==> src/piecewise_linear_transfer_lookup_unit_macros.svh <==
// Assertion macros for the transfer function lookup unit
`ifndef PIECEWISE_LINEAR_TRANSFER_LOOKUP_UNIT_MACROS_SVH
`define PIECEWISE_LINEAR_TRANSFER_LOOKUP_UNIT_MACROS_SVH
// implication checked on every edge outside reset
`define PLT_ASSERT_IMPL(label, ante, cons) \
    label: assert property (@(posedge clk) disable iff (!rst_n) (ante) |-> (cons)) \
        else $error("%m failed");
// next-cycle implication
`define PLT_ASSERT_NEXT(label, ante, cons) \
    label: assert property (@(posedge clk) disable iff (!rst_n) (ante) |=> (cons)) \
        else $error("assertion failed");
`endif

==> src/pltl_ram.sv <==
// Generic single-write, single-read RAM with registered read
module pltl_ram #(
    parameter int Width = 16,
    parameter int Depth = 256
) (
    input  logic                     clk,
    input  logic                     we,
    input  logic [$clog2(Depth)-1:0] waddr,
    input  logic [Width-1:0]         wdata,
    input  logic                     re,
    input  logic [$clog2(Depth)-1:0] raddr,
    output logic [Width-1:0]         rdata
);
    logic [Width-1:0] mem [Depth];

    always_ff @(posedge clk)
    begin
        if (we)
        begin
            mem[waddr] <= wdata;
        end
        if (re)
        begin
            rdata <= mem[raddr];
        end
    end
endmodule

==> config.mk <==
export PLATFORM = sky130hd
export DESIGN_NAME = pltl_ram
export DESIGN_NICKNAME = d
export VERILOG_FILES = /design/src/piecewise_linear_transfer_lookup_unit_macros.svh /design/src/pltl_ram.sv
export SDC_FILE = /design/constraint.sdc
export NUM_CORES = 2
export LEC_CHECK = 0
export BUFFER_PORTS_ARGS = -buffer_cell sky130_fd_sc_hd__buf_2
export CAP_MARGIN = 5
export CELL_PAD_IN_SITES_DETAIL_PLACEMENT = 1
export CELL_PAD_IN_SITES_GLOBAL_PLACEMENT = 2
export CORE_UTILIZATION = 55
export CTS_BUF_LIST = sky130_fd_sc_hd__clkbuf_8
export DETAILED_ROUTE_END_ITERATION = 8
export PLACE_DENSITY_LB_ADDON = 0.2
export SYNTH_ARGS = -nofsm -noshare
export SYNTH_HDL_FRONTEND = slang
export SYNTH_SLANG_ARGS = --single-unit
export TNS_END_PERCENT = 30
==> constraint.sdc <==
create_clock -name clk -period 5.9 [get_ports clk]
set_input_delay 0.885 -clock clk [delete_from_list [all_inputs] [get_ports clk]]
set_output_delay 0.885 -clock clk [all_outputs]
set_load 0.1 [all_outputs]
=== Yosys cells after proc, flatten, opt, wreduce, memory -nomap -nowiden ===
Memory sizes are Yosys's and may differ from the RTL's. A register that Yosys moved wholly into a read port is not among the register bits.
Cells that the tools add are included.

* Multiplexer cells: 2

{| class="wikitable"
|+ Operator list
! operator !! count
|-
| 1-bit two-way mux || 2
|}

* Bits in registers: 0
* Bits in writable memories: 4096
* Input port bits: 35
* Memories kept: 1

{| class="wikitable"
|+ Memories
! memory !! depth !! bits a word !! rd ports !! clocked after memory_dff !! wr ports !! line !! source
|-
| mem || 256 || 16 || 1 || 1 || 1 || pltl_ram.sv:14 || <nowiki>logic [Width-1:0] mem [Depth];</nowiki>
|}

=== Logic depth before layout (Yosys ltp) ===
* Depth in word-level cells: 2
* Gate-level depth with buffers: 12
* Mapped depth without buffers: 6

=== Worst setup path before layout ===
OpenSTA, ideal clock, no wires.

* Path type: input -> register
* Start point: in raddr[0]
* End point: reg rdata[4] (read register of mem) (data pin)
* Data arrival time: 2.869 ns
* Data required time: 5.635 ns
* Path slack: 2.766 ns
* Stages: 8
* Path buffers: 3
* Cells stage by stage: buf_6 -> buf_6 -> buf_2 -> mux4_2 -> mux4_2 -> a22o_1 -> o32ai_2 -> nor4_2

{| class="wikitable"
|+ RTL lines
! item !! line !! source
|-
| start: declaration || pltl_ram.sv:11 || <nowiki>input logic [$clog2(Depth)-1:0] raddr,</nowiki>
|-
| end: declaration || pltl_ram.sv:12 || <nowiki>output logic [Width-1:0] rdata</nowiki>
|}

==> run metrics <==
cells along the critical path buf_8 > buf_12 > mux4_2 > mux4_2 > a22o_1 > o32ai_1 > buf_4 > nor4_1; final setup fails 0; crit path capture type flip-flop; Buffers & Inverters on Critical Path 3; Std-Cell Rows 196; io pins 51; layout cell share with drive strength beyond 1 0.2635; area delta synth->final 11.63%; Design Area, Final 177300 µm²; crit start category input port; initial antenna violation count 24; Top FF cell, synth edfxtp_1; vias in the first global route 84590; Hold Vio Cnt, Final 0; core area 286200 µm²; Seq/Total Area, Yosys 0.7772; # DRC 0; leakage dissipation 57.22 nW; clk_skew 73.45 ps; gpl congestion 0.8590; Die H 539.5 µm; Port Buffers 50; leading area contributor after synthesis edfxtp_1; Hold Crit Class in2reg; TritonCTS Sinks 4112; Post-CTS Hold Fix Bufs 1; Post-synth ARST share 0; flops & latches, synth 4112; fillcell total 23550; Net count, final 8105; failing checks capacitance limit; status finished, violations left; grt total ovfl 0; CTS H-tree depth 6; CTS Buffer Depth 4; Most common cell on crit path mux4_2; CTS root buffer clkbuf_8; gate family responsible for the most delay along the worst path buffers and inverters; slowest cell on the critical path o32ai_1; Die X-Extent 539.5 µm; critical path class in2reg; initial core utilization 0.5551; post-CTS setup buffers 0; fmax 236.2 MHz; DR vias 82500; Post-Route WL 453.4 mm; hpwl dp 271.0 mm; Critical Path RT 6810 ps; IR Drop Worst-Case VDD 0.0002964 V; Slew Limit Fails 0; Final Total Pwr 57.71 mW; Final min period 4234 ps; maxcap violations 1; Pwr per Cell Area 325.4 nW/µm²; Yosys cell types 51; overall routing resource usage 0.3113; Post-synth EDFFs 4112; RSZ-0062 raised after global routing no; antenna-violating nets left 0; Mapped Nets 7395; TritonCTS Buffers 659; die area 291000 µm²; Via density 6.684; top cell type's share of synthesized area 0.7772; CP peak stage delay 950 ps; CP Max Fanout 124; Post-Syn Area 158900 µm²; Worst EP arrival 5140 ps; instance area after placement 165600 µm²; post-CTS sizing 0; DR iter-0 viols 10780; Max-slew headroom 0.008028; Avg WL per Cell 36.73 µm; Final TNS setup 0 ps; CTS clk-pin slew, worst paths 60 ps; first-pass GRT wire length 637.8 mm; dominant cells by area after synthesis edfxtp_1 78%, mux4_2 11%, mux2i_1 3.6%; Syn. warnings 0; syn_area_per_cell 21.59 µm²; worst skew pair latency 1210 ps; pin count of the biggest net entering global routing 180; Worst-Margin Slew 1483 ps; fin crit share 0.7176; CTS tree yes; post-synthesis cell count 7360; drt pass-1 iters 6
Yosys cell counts, types with 38 or more instances:
master and count:
nand2_1 38, nor3_1 92, a22oi_1 43, mux4_2 797, mux2_2 88, a21oi_1 175, edfxtp_1 4112, buf_2 76
buf_6 77, o221ai_1 252, mux2i_1 565, nor2_1 304, o22ai_1 148, clkbuf_1 230
sequential cells by signal (all words and copies together) (netlist names):
name,flops
mem,4096
rdata,16
logic make-up (layout without fill, tap and decap cells):
logic type             Yosys count  count (layout)  share of synthesized area
DFF                           4112            4112                     0.7772
muxes                         1450            1450                     0.1548
AOI/OAI and AO/OA              786             786                    0.03534
and+or+nand+nor                556             556                    0.01573
buffers and inverters          456            1669                    0.01692
other                            0               9                          0
placed cells by master (no fill, tap or decap), types with 10 or more instances in the layout:
cell and count:
clkinv_8 14, buf_2 29, buf_4 403, clkbuf_8 667, mux2_2 88, nand3_1 26, o21ai_0 37, a211oi_1 18
a22oi_1 43, clkinv_2 52, buf_12 49, a21oi_1 175, o22ai_1 148, nor3_1 89, buf_8 17, mux2i_1 565
a22o_1 32, o31ai_1 16, nor2_2 72, inv_12 10, a221oi_1 28, edfxtp_1 4112, nand2_1 38, o32ai_1 20
nor2_1 232, clkinv_1 159, inv_1 232, nand4_1 26, nor4_1 17, inv_8 13, and3_1 11, mux4_2 797
o221ai_1 252
worst reg2reg max path: cells and delay by family (launching register included):
kind / cells / cell delay (ps)
AO/OA/AOI/OAI: 2 / 1680
multiplexers: 2 / 750
AND/OR/NAND/NOR: 2 / 400
flip-flops: 1 / 380
final timing paths:
path	start	to	slack, ps	cells past startpoint
setup / recovery	raddr[1]	rdata[13]	1670	8
hold / removal	wdata[12]	mem[228][12]	130	1
setup reg to reg	mem[3][9]	rdata[9]	2410	6
hold reg to reg	mem[200][4]	rdata[4]	1200	5
power by group:
| part | switching, mW | total, mW | internal, mW |
|---|---|---|---|
| combinational | 2.15 | 3.16 | 1.01 |
| sequential | 0.0463 | 32.3 | 32.2 |
| clock | 11.4 | 22.3 | 10.8 |
metrics by stage:
step / utilization / hold slack [ps] / instances / worst slack (ps)
finish: 0.6197 / 130.7 / 12340 / 1666
global route: 0.6196 / 112.8 / 12340 / 1905
CTS: 0.6196 / 36.16 / 12340 / 1910
detailed placement: 0.5787 / 1180 / 11170 / 669.8
global placement: 0.5787 / 1193 / 11170 / 726.8
floorplan: - / 973.2 / 7360 / 2766
final cells by class:
cell class | count | area [µm²] | share of cell area
flip-flops and latches | 4112 | 123500 | 0.6962
multi-input cells | 2792 | 32990 | 0.1860
clock buffers | 666 | 9166 | 0.05169
well taps | 3762 | 4707 | 0.02654
repair buffers | 501 | 4442 | 0.02505
clock inverters | 498 | 2520 | 0.01421
inverters | 4 | 27.53 | 0.0001552
diodes | 9 | 22.52 | 0.0001270
metal layers:
| metal | track usage | part of all wire |
|---|---|---|
| met1 | 0.4505 | 0.40 |
| met3 | 0.06253 | 0.098 |
| met2 | 0.4775 | 0.47 |
| met4 | 0.1092 | 0.036 |
| met5 | 0 | 0.00025 |
No activity file was read; power rests on OpenSTA's default activity.
