**src/piecewise_linear_transfer_lookup_unit_macros.svh**
```systemverilog
// Assertion macros for the transfer function lookup unit
`ifndef PIECEWISE_LINEAR_TRANSFER_LOOKUP_UNIT_MACROS_SVH
`define PIECEWISE_LINEAR_TRANSFER_LOOKUP_UNIT_MACROS_SVH
// implication checked on every edge outside reset
`define PLT_ASSERT_IMPL(label, ante, cons) \
    label: assert property (@(posedge clk) disable iff (!rst_n) (ante) |-> (cons)) \
        else $error("%m failed");
// next-cycle implication
`define PLT_ASSERT_NEXT(label, ante, cons) \
    label: assert property (@(posedge clk) disable iff (!rst_n) (ante) |=> (cons)) \
        else $error("assertion failed");
`endif

```
**src/pltl_pkg.sv**
```systemverilog
// Shared types and constants for the transfer function lookup unit
package pltl_pkg;
    localparam int TableDepth   = 256;
    localparam int IdxBits      = 8;
    localparam int CntBits      = 9;
    localparam int FracBits     = 12;
    localparam int ChanBits     = 16;
    localparam int SampBits     = 16;
    localparam int DivBits      = SampBits + IdxBits + FracBits; // 36-bit dividend

    localparam logic [1:0] FUNC_WR_COLOR   = 2'd0;
    localparam logic [1:0] FUNC_WR_OPACITY = 2'd1;
    localparam logic [1:0] FUNC_LOOKUP     = 2'd2;
    localparam logic [1:0] FUNC_IGNORED    = 2'd3;

    localparam logic [1:0] CFG_RANGE_LOW     = 2'd0;
    localparam logic [1:0] CFG_RANGE_HIGH    = 2'd1;
    localparam logic [1:0] CFG_COLOR_COUNT   = 2'd2;
    localparam logic [1:0] CFG_OPACITY_COUNT = 2'd3;

    typedef struct packed {
        logic [1:0]          func;
        logic [IdxBits-1:0]  entry_index;
        logic [ChanBits-1:0] red_in;
        logic [ChanBits-1:0] green_in;
        logic [ChanBits-1:0] blue_in;
        logic [ChanBits-1:0] alpha_in;
        logic [SampBits-1:0] sample;
        logic                sample_invalid;
    } req_t;

    typedef struct packed {
        logic [ChanBits-1:0] red_out;
        logic [ChanBits-1:0] green_out;
        logic [ChanBits-1:0] blue_out;
        logic [ChanBits-1:0] alpha_out;
    } rsp_t;

    // per-table position: lower/upper entry and blend weight
    typedef struct packed {
        logic [IdxBits-1:0]  lo;
        logic [IdxBits-1:0]  hi;
        logic [FracBits-1:0] frac;
    } pos_t;

    // control flags carried alongside a lookup
    typedef struct packed {
        logic invalid;
        logic color_empty;
        logic opacity_empty;
    } flags_t;

    // table write carried down to the RAM stage; opacity uses the low channel
    typedef struct packed {
        logic                  color;
        logic                  opacity;
        logic [IdxBits-1:0]    index;
        logic [3*ChanBits-1:0] data;
    } wr_t;
endpackage

```
**src/pltl_blend.sv**
```systemverilog
// Two-stage linear blend of neighboring entries, truncating
module pltl_blend (
    input  logic                          clk,
    input  logic                          en,
    input  logic [pltl_pkg::ChanBits-1:0] a,
    input  logic [pltl_pkg::ChanBits-1:0] b,
    input  logic [pltl_pkg::FracBits-1:0] frac,
    output logic [pltl_pkg::ChanBits-1:0] y
);
    localparam int C = pltl_pkg::ChanBits;
    localparam int F = pltl_pkg::FracBits;

    logic [C+F:0] pa_reg, pb_reg;
    logic [C+F:0] sum_reg;
    logic [F:0]   wa;

    assign wa = (F+1)'(1 << F) - {1'b0, frac};

    always_ff @(posedge clk)
    begin
        if (en)
        begin
            pa_reg  <= (C+F+1)'(a * wa);
            pb_reg  <= (C+F+1)'(b * {1'b0, frac});
            sum_reg <= pa_reg + pb_reg;
        end
    end

    assign y = sum_reg[F +: C];
endmodule

```
**config.mk**
```make
export PLATFORM = sky130hd
export DESIGN_NAME = pltl_blend
export DESIGN_NICKNAME = d
export VERILOG_FILES = /design/src/piecewise_linear_transfer_lookup_unit_macros.svh /design/src/pltl_pkg.sv /design/src/pltl_blend.sv
export SDC_FILE = /design/constraint.sdc
export NUM_CORES = 1
export LEC_CHECK = 0
export ABC_AREA = 1
export BUFFER_PORTS_ARGS = -buffer_cell sky130_fd_sc_hd__buf_4
export CAP_MARGIN = 0
export CORE_UTILIZATION = 35
export DETAILED_ROUTE_END_ITERATION = 12
export PLACE_DENSITY_LB_ADDON = 0.25
export SYNTH_ARGS = -nofsm -noshare
export SYNTH_HDL_FRONTEND = slang
export SYNTH_SLANG_ARGS = --single-unit
```
**constraint.sdc**
```tcl
create_clock -name clk -period 10.2 [get_ports clk]
set_input_delay 0.51 -clock clk [delete_from_list [all_inputs] [get_ports clk]]
set_output_delay 0.51 -clock clk [all_outputs]
set_load 0.01 [all_outputs]
```
=== Word-level counts from Yosys, hierarchy flattened ===
Index checks and enable logic that the tools add are counted.

* Memories: 0
* Memory bits (read-only): 0
* Flip-flop bits (word level): 84
* Word-level logic and storage cells: 7
* Input port bits: 46
* Output and inout port bits: 16
* Bits in latches: 0
* Memory bits (writable): 0

* Reductions and logical operators: 0
* $mul: 2
* Bitwise operators: 0
* Shift operators: 0
* Order comparisons: 0
* Equality and inequality tests: 0
* Add/subtract/negate cells: 2
* Div/mod/pow operators: 0
* Muxes and demuxes: 0

{| class="wikitable"
|+ Operators with widths
! cell !! number
|-
| $add 28x28->28 || 1
|-
| $mul 16x12->28 || 1
|-
| $mul 16x13->28 || 1
|-
| $sub 13x12->13 const A || 1
|}

=== Longest topological paths before layout ===
* Depth after elaboration: 2
* Depth in mapped cells: 32

=== Worst setup path after synthesis ===
OpenSTA, ideal clock, no wires.

* Path kind: input port to flip-flop
* Start point: input port frac[0] (netlist bit)
* End point: register pa_reg[27] (data pin)
* Buffers on the path: 3
* Arrival time: 5629 ps
* Library setup time: 253 ps
* Stages: 27
* Setup slack: 4317 ps
* Required time: 9947 ps
* Cells stage by stage: clkbuf_1 buf_1 inv_1 ha_1 nand4_1 nand2_1 inv_1 clkbuf_1 nand2_1 fa_1 fa_1 fa_1 inv_1 fa_1 inv_1 fa_1 inv_1 ha_1 nand2_1 nor2_1 nand2_1 nor2_1 nand2_1 nand3_1 inv_1 nand2_1 nand2_1

* Longest elaborated chain between the ends: 2

{| class="wikitable"
|+ Ends and longest elaborated chain
! element !! RTL line !! source
|-
| start, declared || pltl_blend.sv:7 || <nowiki>input logic [pltl_pkg::FracBits-1:0] frac,</nowiki>
|-
| $sub 13x12->13 || pltl_blend.sv:17 || <nowiki>assign wa = (F+1)'(1 << F) - {1'b0, frac};</nowiki>
|-
| $mul 16x13->28 || pltl_blend.sv:23 || <nowiki>pa_reg <= (C+F+1)'(a * wa);</nowiki>
|-
| end signal, assigned || pltl_blend.sv:23 ||
|-
| end, declared || pltl_blend.sv:13 || <nowiki>logic [C+F:0] pa_reg, pb_reg;</nowiki>
|}

No other way between the ends.
A chain may end at the register's enable or synchronous reset.

=== Worst setup path in the final report ===
* Start point: input port frac[0] (netlist bit)
* End point: register pa_reg[23] (data pin)

The elaborated chain is that of the path after synthesis.

==> results_dict.tcl <==
set metrics [dict create \
    critPathLaunchType "primary input" \
    cts-buffers-inserted 9 \
    drc_errors 0 \
    core_area_mm2 0.0504 \
    fillers 5242 \
    max_stage_delay_ns 0.55 \
    skew_ns 0.00799 \
    met3_length_um 1920 \
    synthCells 2463 \
    wl_um 47600 \
    synth_edf_count 72 \
    ys_seq_elements 72 \
    wl_met2_um 23000 \
    routedWlPerCell_um 15.2 \
    synthAdderAreaFrac_pct 44.1 \
    synth_common_cells "nand2_1 (773), inv_1 (650), fa_1 (293)" \
    vias 14700 \
    cts_max_level 3 \
    die_x_um 229 \
    worstPathRequired_ns 10.29 \
    synth_top_family_by_area "adder cells" \
    fin_crit_sh_pct 61.0 \
    async_flop_share_pct 0 \
    clk_pin_slew_ns 0.06 \
    ys_seq_area_share_pct 12.0 \
    layout_min_cycle_time_ns 6.22 \
    numClockSinks 72 \
    grt_usage_pct 19.3 \
    gp_congestion 0.923 \
    nets 2970 \
    crit_type "primary input to register" \
    setup_tns_ns 0 \
    timing.critical_path.max_delay_family "adder cells" \
    ios 62 \
    diodes 0 \
    cp_max_fo 34 \
    port-buffer-count 61 \
    path_buf_inv 7 \
    die_h_um 229 \
    synthDistinctLibCells 32 \
    rows 82 \
    fin_util_pct 38.4 \
    yosysMostFrequentCell "nand2_1" \
    syn_to_final_growth_pct 7.56 \
    drt_iter0_markers 897 \
    cts_hold_buffers 0 \
    holdCritPathClass "primary input to register" \
    cp_common_cell "inv_1" \
    synth_compound_gate_area_share_pct 2.44 \
    clock_path_buffers 2 \
    synthTopCellsByArea "fa_1 (33%), nand2_1 (16%), inv_1 (14%)" \
    drv_cap 0 \
    hpwl_um 40900 \
    synth_ff_type "edfxtp_1" \
    start_util_pct 35.7 \
    rsz0062_at_grt "false" \
    synth-simple-area-share_pct 24.6 \
    clk_latency_ns 0.34 \
    synth_nets 2966 \
    yosys.area.top_type "fa_1" \
    first_pass_iters 5 \
    synth_top_area_share_pct 32.6 \
    synthXorXnorAreaFrac_pct 1.66 \
    antenna_left 0 \
    drive_above_1_share_pct 3.56 \
    grt_overflow_total 0 \
    cp.arrival_ns 6.31 \
    grt_max_degree 73 \
    status "finished, final reports clean" \
    cts_tree "yes" \
    clock_tree.root_cell "clkbuf_16" \
    grt_pass1_wl_um 81300 \
    cp-end-kind "register" \
    grt_pass1_vias 15700 \
    finalSetupViolations 0 \
    antenna_found_initial 0 \
    postCtsSetupRepairBufs 0 \
    routed_via_density 4.68 \
    max_slew_margin_pct 38.4 \
    slowest_stage "fa_1" \
    syn_area_mm2 0.0180 \
    synthMuxAreaShare_pct 0 \
    max_freq_mhz 161 \
    cts.repair.resized 0 \
    syn_area_per_cell_um2 7.29 \
    yosysWarnings 0 \
    top_layer_used "met4" \
    wl_met1_um 22200 \
    tightest_slew_ns 0.924 \
    die-area_mm2 0.0522 \
    hold_viol 0 \
    slew_viol_final 0 \
]
through the flow:
step                      instance area, um^2  hold WS [ns]  cells  worst slack (ns)
after global placement                  19000         0.642   3128              3.74
after floorplan                         18000         0.615   2463              4.32
after CTS                               19300         0.558   3144              4.09
final                                   19300         0.560   3144              3.98
after detailed placement                19000         0.657   3128              3.73
after global routing                    19300         0.588   3144              3.65
worst paths after layout:
kind	from	to	slack, ns	cells past startpoint
setup reg to reg	pa_reg[17]	sum_reg[19]	8.04	8
hold reg to reg	pb_reg[27]	sum_reg[27]	0.66	4
setup / recovery	frac[0]	pa_reg[23]	3.98	26
hold / removal	a[0]	pa_reg[0]	0.56	3
cells by family after synthesis:
kind of cell,Yosys count
XOR/XNOR,34
AO/OA/AOI/OAI,81
AND/OR/NAND/NOR,1099
buffers and inverters,720
adder cells (fa/ha/maj),457
flip-flops,72
metal layers:
| layer | vias to the layer above | track usage (%) |
|---|---|---|
| met5 | - | 0 |
| met2 | 317 | 33.9 |
| met3 | 26 | 1.48 |
| met1 | 7164 | 26.5 |
| met4 | 0 | 2.98 |
| li1 | 7221 | - |
cells in the final DEF, fill, tap and decap left out, types with 2 or more instances in the layout:
cell type	instances
nand2_1	773
inv_1	650
fa_1	293
nor2_1	168
ha_1	164
nand3_1	98
edfxtp_1	72
buf_4	61
a21oi_1	54
nand4_1	31
xor2_1	22
o21ai_0	18
nor3_1	12
xnor2_1	12
clkbuf_16	9
and2_1	5
o21bai_1	4
or2_2	3
nand3b_1	3
bufinv_16	3
inv_2	2
o21ai_2	2
a21o_1	2
clkinv_4	2
worst min-delay path, stage by stage:
cell     delay (ns)
buf_4          0.16
nand2_1        0.07
inv_1          0.05
final cells by class:
type	instances	area, um^2	share of cell area, %
Clock buffer	10	229	1.18
Tap cell	672	841	4.35
Inverter	652	2450	12.7
Clock inverter	6	116	0.602
Sequential cell	72	2160	11.2
Multi-Input combinational cell	1671	13100	67.6
Timing Repair Buffer	61	458	2.37
Power is not shown: default switching activity piles up to over one toggle a cycle in this logic, so the estimate is an artifact.
