### src/piecewise_linear_transfer_lookup_unit_macros.svh
// Assertion macros for the transfer function lookup unit
`ifndef PIECEWISE_LINEAR_TRANSFER_LOOKUP_UNIT_MACROS_SVH
`define PIECEWISE_LINEAR_TRANSFER_LOOKUP_UNIT_MACROS_SVH
// implication checked on every edge outside reset
`define PLT_ASSERT_IMPL(label, ante, cons) \
    label: assert property (@(posedge clk) disable iff (!rst_n) (ante) |-> (cons)) \
        else $error("%m failed");
// next-cycle implication
`define PLT_ASSERT_NEXT(label, ante, cons) \
    label: assert property (@(posedge clk) disable iff (!rst_n) (ante) |=> (cons)) \
        else $error("assertion failed");
`endif

### src/pltl_pkg.sv
// Shared types and constants for the transfer function lookup unit
package pltl_pkg;
    localparam int TableDepth   = 256;
    localparam int IdxBits      = 8;
    localparam int CntBits      = 9;
    localparam int FracBits     = 12;
    localparam int ChanBits     = 16;
    localparam int SampBits     = 16;
    localparam int DivBits      = SampBits + IdxBits + FracBits; // 36-bit dividend

    localparam logic [1:0] FUNC_WR_COLOR   = 2'd0;
    localparam logic [1:0] FUNC_WR_OPACITY = 2'd1;
    localparam logic [1:0] FUNC_LOOKUP     = 2'd2;
    localparam logic [1:0] FUNC_IGNORED    = 2'd3;

    localparam logic [1:0] CFG_RANGE_LOW     = 2'd0;
    localparam logic [1:0] CFG_RANGE_HIGH    = 2'd1;
    localparam logic [1:0] CFG_COLOR_COUNT   = 2'd2;
    localparam logic [1:0] CFG_OPACITY_COUNT = 2'd3;

    typedef struct packed {
        logic [1:0]          func;
        logic [IdxBits-1:0]  entry_index;
        logic [ChanBits-1:0] red_in;
        logic [ChanBits-1:0] green_in;
        logic [ChanBits-1:0] blue_in;
        logic [ChanBits-1:0] alpha_in;
        logic [SampBits-1:0] sample;
        logic                sample_invalid;
    } req_t;

    typedef struct packed {
        logic [ChanBits-1:0] red_out;
        logic [ChanBits-1:0] green_out;
        logic [ChanBits-1:0] blue_out;
        logic [ChanBits-1:0] alpha_out;
    } rsp_t;

    // per-table position: lower/upper entry and blend weight
    typedef struct packed {
        logic [IdxBits-1:0]  lo;
        logic [IdxBits-1:0]  hi;
        logic [FracBits-1:0] frac;
    } pos_t;

    // control flags carried alongside a lookup
    typedef struct packed {
        logic invalid;
        logic color_empty;
        logic opacity_empty;
    } flags_t;

    // table write carried down to the RAM stage; opacity uses the low channel
    typedef struct packed {
        logic                  color;
        logic                  opacity;
        logic [IdxBits-1:0]    index;
        logic [3*ChanBits-1:0] data;
    } wr_t;
endpackage

### src/pltl_div.sv
// Pipelined restoring divider, one quotient bit per stage, stall-aware
module pltl_div (
    input  logic                             clk,
    input  logic                             en,
    input  logic [pltl_pkg::DivBits-1:0]     dividend,
    input  logic [pltl_pkg::SampBits-1:0]    divisor,
    output logic [pltl_pkg::DivBits-1:0]     quotient
);
    localparam int N = pltl_pkg::DivBits;
    localparam int D = pltl_pkg::SampBits;

    logic [N-1:0] num_reg [N+1];
    logic [D:0]   rem_reg [N+1];
    logic [D-1:0] den_reg [N+1];

    always_comb
    begin
        num_reg[0] = dividend;
        rem_reg[0] = '0;
        den_reg[0] = divisor;
    end

    for (genvar k = 0; k < N; k++)
    begin : g_step
        logic [D+1:0] trial;
        logic [D:0]   rem_next;
        logic [N-1:0] num_next;
        logic [N-1:0] numr_reg;
        logic [D:0]   remr_reg;
        logic [D-1:0] denr_reg;
        always_comb
        begin
            trial = {rem_reg[k], num_reg[k][N-1]} - {2'b00, den_reg[k]};
            if (!trial[D+1])
            begin
                rem_next = trial[D:0];
                num_next = {num_reg[k][N-2:0], 1'b1};
            end
            else
            begin
                rem_next = {rem_reg[k][D-1:0], num_reg[k][N-1]};
                num_next = {num_reg[k][N-2:0], 1'b0};
            end
        end
        always_ff @(posedge clk)
        begin
            if (en)
            begin
                numr_reg <= num_next;
                remr_reg <= rem_next;
                denr_reg <= den_reg[k];
            end
        end
        always_comb
        begin
            num_reg[k+1] = numr_reg;
            rem_reg[k+1] = remr_reg;
            den_reg[k+1] = denr_reg;
        end
    end

    assign quotient = num_reg[N];
endmodule

### config.mk
export PLATFORM = sky130hd
export DESIGN_NAME = pltl_div
export DESIGN_NICKNAME = d
export VERILOG_FILES = /design/src/piecewise_linear_transfer_lookup_unit_macros.svh /design/src/pltl_pkg.sv /design/src/pltl_div.sv
export SDC_FILE = /design/constraint.sdc
export NUM_CORES = 2
export LEC_CHECK = 0
export ABC_AREA = 0
export BUFFER_PORTS_ARGS = -buffer_cell sky130_fd_sc_hd__buf_4
export CAP_MARGIN = 20
export CORE_MARGIN = 2
export CORE_UTILIZATION = 35
export CTS_CLUSTER_SIZE = 24
export DETAILED_ROUTE_END_ITERATION = 8
export HOLD_SLACK_MARGIN = 0.12
export PLACE_DENSITY = 0.52
export SYNTH_ARGS = -nofsm -noshare
export SYNTH_HDL_FRONTEND = slang
export SYNTH_SLANG_ARGS = --single-unit
### constraint.sdc
create_clock -name clk -period 4.3 [get_ports clk]
set_input_delay 0.43 -clock clk [delete_from_list [all_inputs] [get_ports clk]]
set_output_delay 0.43 -clock clk [all_outputs]
set_load 0.02 [all_outputs]
# After elaboration in Yosys (flattened, before gate mapping)
# Index checks and enable logic that the tools add are counted.
# W data, S select, Z words.
dict set report totals {
  register_bits 2451
  in_bits 54
  output_inout_bits 36
  wordCells 214
}
dict set report classes {
  n_addsub 36
  mux 71
}
# op n
set op_table {}
lappend op_table {{$sub A18 B16 Y18} 35}
lappend op_table {{$mux W17} 34}
lappend op_table {{$mux W1} 37}
lappend op_table {{$sub A1 B16 Y17} 1}

# Depth between registers and ports, before layout
dict set report logic_depth {
  word_depth 2
  mapped_depth 14
  ltp_nobuf 11
}

# Worst setup path after synthesis
# OpenSTA, ideal clock, no wires.
dict set report synth_timing {
  kind {register to register}
  startpoint {reg g_step[7].remr_reg[10]}
  endpoint {reg g_step[8].remr_reg[10] (data pin)}
  setup_time_ns 0.260
  t_arrival_ns 2.653
  required_ns 4.040
  slack_ns 1.387
  path_stages_with_launch 10
  n_path_buf 1
  synth_period_minus_slack_ns 2.913
  path_cell_list {edfxtp_1 > ha_1 > a21o_1 > a21o_1 > a21o_1 > a211oi_2 > o31ai_2 > a311oi_4 > buf_12 > mux2_4}
}
dict set report synth_between {
  elab_chain_cells 2
}
# element line
set synth_rtl {}
lappend synth_rtl {{start: declaration} pltl_div.sv:29} ;# logic [D:0] remr_reg;
lappend synth_rtl {{start signal: assignment} pltl_div.sv:50} ;# remr_reg <= rem_next;
lappend synth_rtl {{$sub A18 B16 Y18} pltl_div.sv:33} ;# trial = {rem_reg[k], num_reg[k][N-1]} - {2'b00, den_reg[k]};
lappend synth_rtl {{$mux W17} pltl_div.sv:34} ;# if (!trial[D+1])
lappend synth_rtl {{named net g_step[8].rem_next[10]} pltl_div.sv:26} ;# logic [D:0] rem_next;
lappend synth_rtl {{end signal: assignment} pltl_div.sv:50}
lappend synth_rtl {{end: declaration} pltl_div.sv:29}
# The timed path passes the listed nets, and every way through them passes these cells.
# A chain may end at the register's enable or synchronous reset.

# Worst setup path in the final report
dict set report layout_timing {
  startpoint {reg g_step[14].denr_reg[1]}
  endpoint {reg g_step[15].remr_reg[6] (data pin)}
}
dict set report layout_between {
  elab_chain_cells 2
}
# element line
set layout_rtl {}
lappend layout_rtl {{start: declaration} pltl_div.sv:30} ;# logic [D-1:0] denr_reg;
lappend layout_rtl {{start signal: assignment} pltl_div.sv:51} ;# denr_reg <= den_reg[k];
lappend layout_rtl {{$sub A18 B16 Y18} pltl_div.sv:33}
lappend layout_rtl {{$mux W17} pltl_div.sv:34}
lappend layout_rtl {{named net g_step[15].rem_next[6]} pltl_div.sv:26}
lappend layout_rtl {{end signal: assignment} pltl_div.sv:50}
lappend layout_rtl {{end: declaration} pltl_div.sv:29}
# The timed path passes the listed nets, and every way through them passes these cells.

==> flow_summary.ini <==
[placed_design]
placed_cells_incl_taps = 12000
dp_hpwl_microns = 143000
post-place-ws_ns = 0.666
gp_congestion = 0.875
placed_area_sq_um = 116000
port_buffers = 89

[yosys]
yosysWarnings = 0
ys_ff_latch = 2451
seq_area_frac_synth_pct = 66.8
synth-main-ff-cell = edfxtp_1
postSynthCellCount = 7791
synth-edff-count = 2451
synth_largest_area_cell = edfxtp_1
synth_top_area_share_pct = 66.8
avgSynthCellArea_sq_um = 14.1
synth_cell_type_count = 105
ys_top_cells_by_count = edfxtp_1, inv_1, ha_1
yosysMostFrequentCell = edfxtp_1
async_flop_share_pct = 0
synthTopCellsByArea = edfxtp_1, ha_1, inv_1
synth_area_sq_um = 110000

[cts]
postCtsSetupBuffers = 0
hold_buffers = 53
cts_buffer_depth = 4
cts_sinks = 2451
clk_latency_ns = 0.90
cts-root-buf = clkbuf_16
ctsResizeCount = 0
cts_buffers = 287
cts_tree = yes
clk_pin_slew_ns = 0.06
htreeDepth = 5

[critical_path]
required_ns = 4.89
r2r_setup_slack_ns = 0.66
worstPathMaxFanout = 11
reg2reg_to = g_step[15].remr_reg[6]
path_class = flip-flop to flip-flop
timing.rr.start = g_step[14].denr_reg[1]
crit_end = g_step[15].remr_reg[6]
rr_worst_depth = 10
startpoint = g_step[14].denr_reg[1]
cp-start-kind = flip-flop
worstPathArrival_ns = 4.23
end_kind = flip-flop

[timing]
fin_ws_ns = 0.663
fin_crit_sh_pct = 84.6
rsz0062_at_grt = no
setup_viol_count_final = 0
finalMaxSlewViolations = 0
clock-skew-final_ns = 0.0706
fin_crit_ns = 3.64
tns_ns = 0
hold_viol = 0
slew_headroom_pct = 28.8
tightest_slew_ns = 1.07
clock.fmax_mhz = 275

[worst_hold_path]
holdCritStartpoint = dividend[33]
hold_path.class = input pin to flip-flop

[grt]
grt_overflow = 0
antenna_found_initial = 2
grt_pass1_vias = 61600
grt_max_degree = 131
grt_use_total_pct = 13.0
grt_pass1_wl_microns = 336000

[floorplanning]
die-area_sq_um = 319000
die_w_microns = 565
start_util_pct = 35.2
pin_count = 90
core_area_sq_um = 312000
die_h_microns = 565
fp-row-count = 205

[final_layout]
drive_above_1_share_pct = 11.3
area_growth_pct = 14.4
largest_reg_flops = 1260
final_cells = 12600
finalNetCount = 8850
finalInstanceArea_sq_um = 126000

[power]
cellPowerDensity_nw_per_um2 = 734
p_sw_mw = 30.7
leakage_nw = 47.6
p_int_mw = 61.8
p_sw_share_pct = 33.2
total_power_mw = 92.5
clkPwrFrac_pct = 25.3
seqPwrFrac_pct = 38.7
comb_power_share_pct = 36.1
vdd_drop_max_v = 0.000342

[job]
drv_cap = 0

[routing]
drtIter0Drc = 3752
vias_per_cell = 4.87
drc = 0
ant_nets = 0
wl_per_cell_microns = 16.7
dr.pass1.iters = 5
via_count = 61200
routed_wl_microns = 209000

[run_status]
outcome = completed
## kinds of logic (layout without fill, tap and decap cells)
family,Yosys count,after routing,synth area share [%]
simple gates,1405,1405,6.31
flops,2451,2451,66.8
buf+inv,880,1509,3.18
other cells,1,11,0.00341
fa+ha+maj,595,595,6.99
mux,318,318,3.23
compound gates,1760,1760,10.4
xor+xnor,381,381,3.04
## cells in the final DEF, fill, tap and decap left out, types with 44 or more instances in the layout
master	n
a21oi_1	491
a31oi_1	44
nand3_1	96
nand2_1	384
clkinv_1	69
o21ai_0	447
mux2_2	242
nor2_1	345
o21a_1	132
dlygate4sd3_1	53
buf_4	165
ha_1	561
clkbuf_16	293
nand2b_1	92
inv_1	747
edfxtp_1	2451
xnor2_1	273
nor3_1	65
clkinv_2	47
a21o_1	156
mux2i_1	61
clkbuf_1	51
nor2b_1	171
o31ai_1	44
xor2_1	102
## critical path, cell delays in order, from the launching register on
cell,delay (ns)
edfxtp_1,0.44
inv_1,0.08
ha_1,0.21
nor2b_1,0.14
o31ai_1,0.39
a21oi_1,0.13
o21ai_0,0.41
o211ai_1,0.26
a311oi_2,0.60
buf_4,0.31
mux2_2,0.36
## power by group through the flow
stage	Clock [mW]	Sequential [mW]	Combinational [mW]
final	23.4	35.8	33.4
after global routing	25.3	36.3	37.3
after CTS	24.4	35.9	33.4
after detailed placement	0	36.3	33.1
after global placement	0	36.3	32.6
after floorplan	0	34.9	26.1
## cell type report
class / instances / area [sq um]
clock inverters: 171 / 1540
clock buffers: 344 / 7520
fillers: 28800 / 186000
inverters: 755 / 2850
repair buffers: 239 / 2200
well taps: 4140 / 5180
multi-input cells: 4467 / 33100
flip-flops and latches: 2451 / 73600
diodes: 3 / 7.51
## per-layer routing
metal / vias to the layer above / routed length [microns] / track usage, %
met5: - / 0 / 0
met4: 0 / 6930 / 4.53
met3: 428 / 7940 / 2.07
met2: 1058 / 97600 / 21.1
met1: 29700 / 96900 / 17.5
li1: 30000 / - / -
## stage by stage
step	hold slack [ns]	utilization, %
floorplan	0.400	-
global placement	0.400	37.3
detailed placement	0.405	37.3
CTS	0.152	40.3
global route	0.165	40.3
finish	0.241	40.3
## how the worst min path moves through the flow
stage                                    to  depth (start not counted)
floorplan           g_step[10].numr_reg[10]                          0
global placement    g_step[13].numr_reg[16]                          0
detailed placement  g_step[10].numr_reg[20]                          0
CTS                  g_step[0].denr_reg[11]                          2
global route         g_step[0].numr_reg[34]                          2
finish               g_step[0].numr_reg[34]                          2
Power figures use the tool's default switching activity.
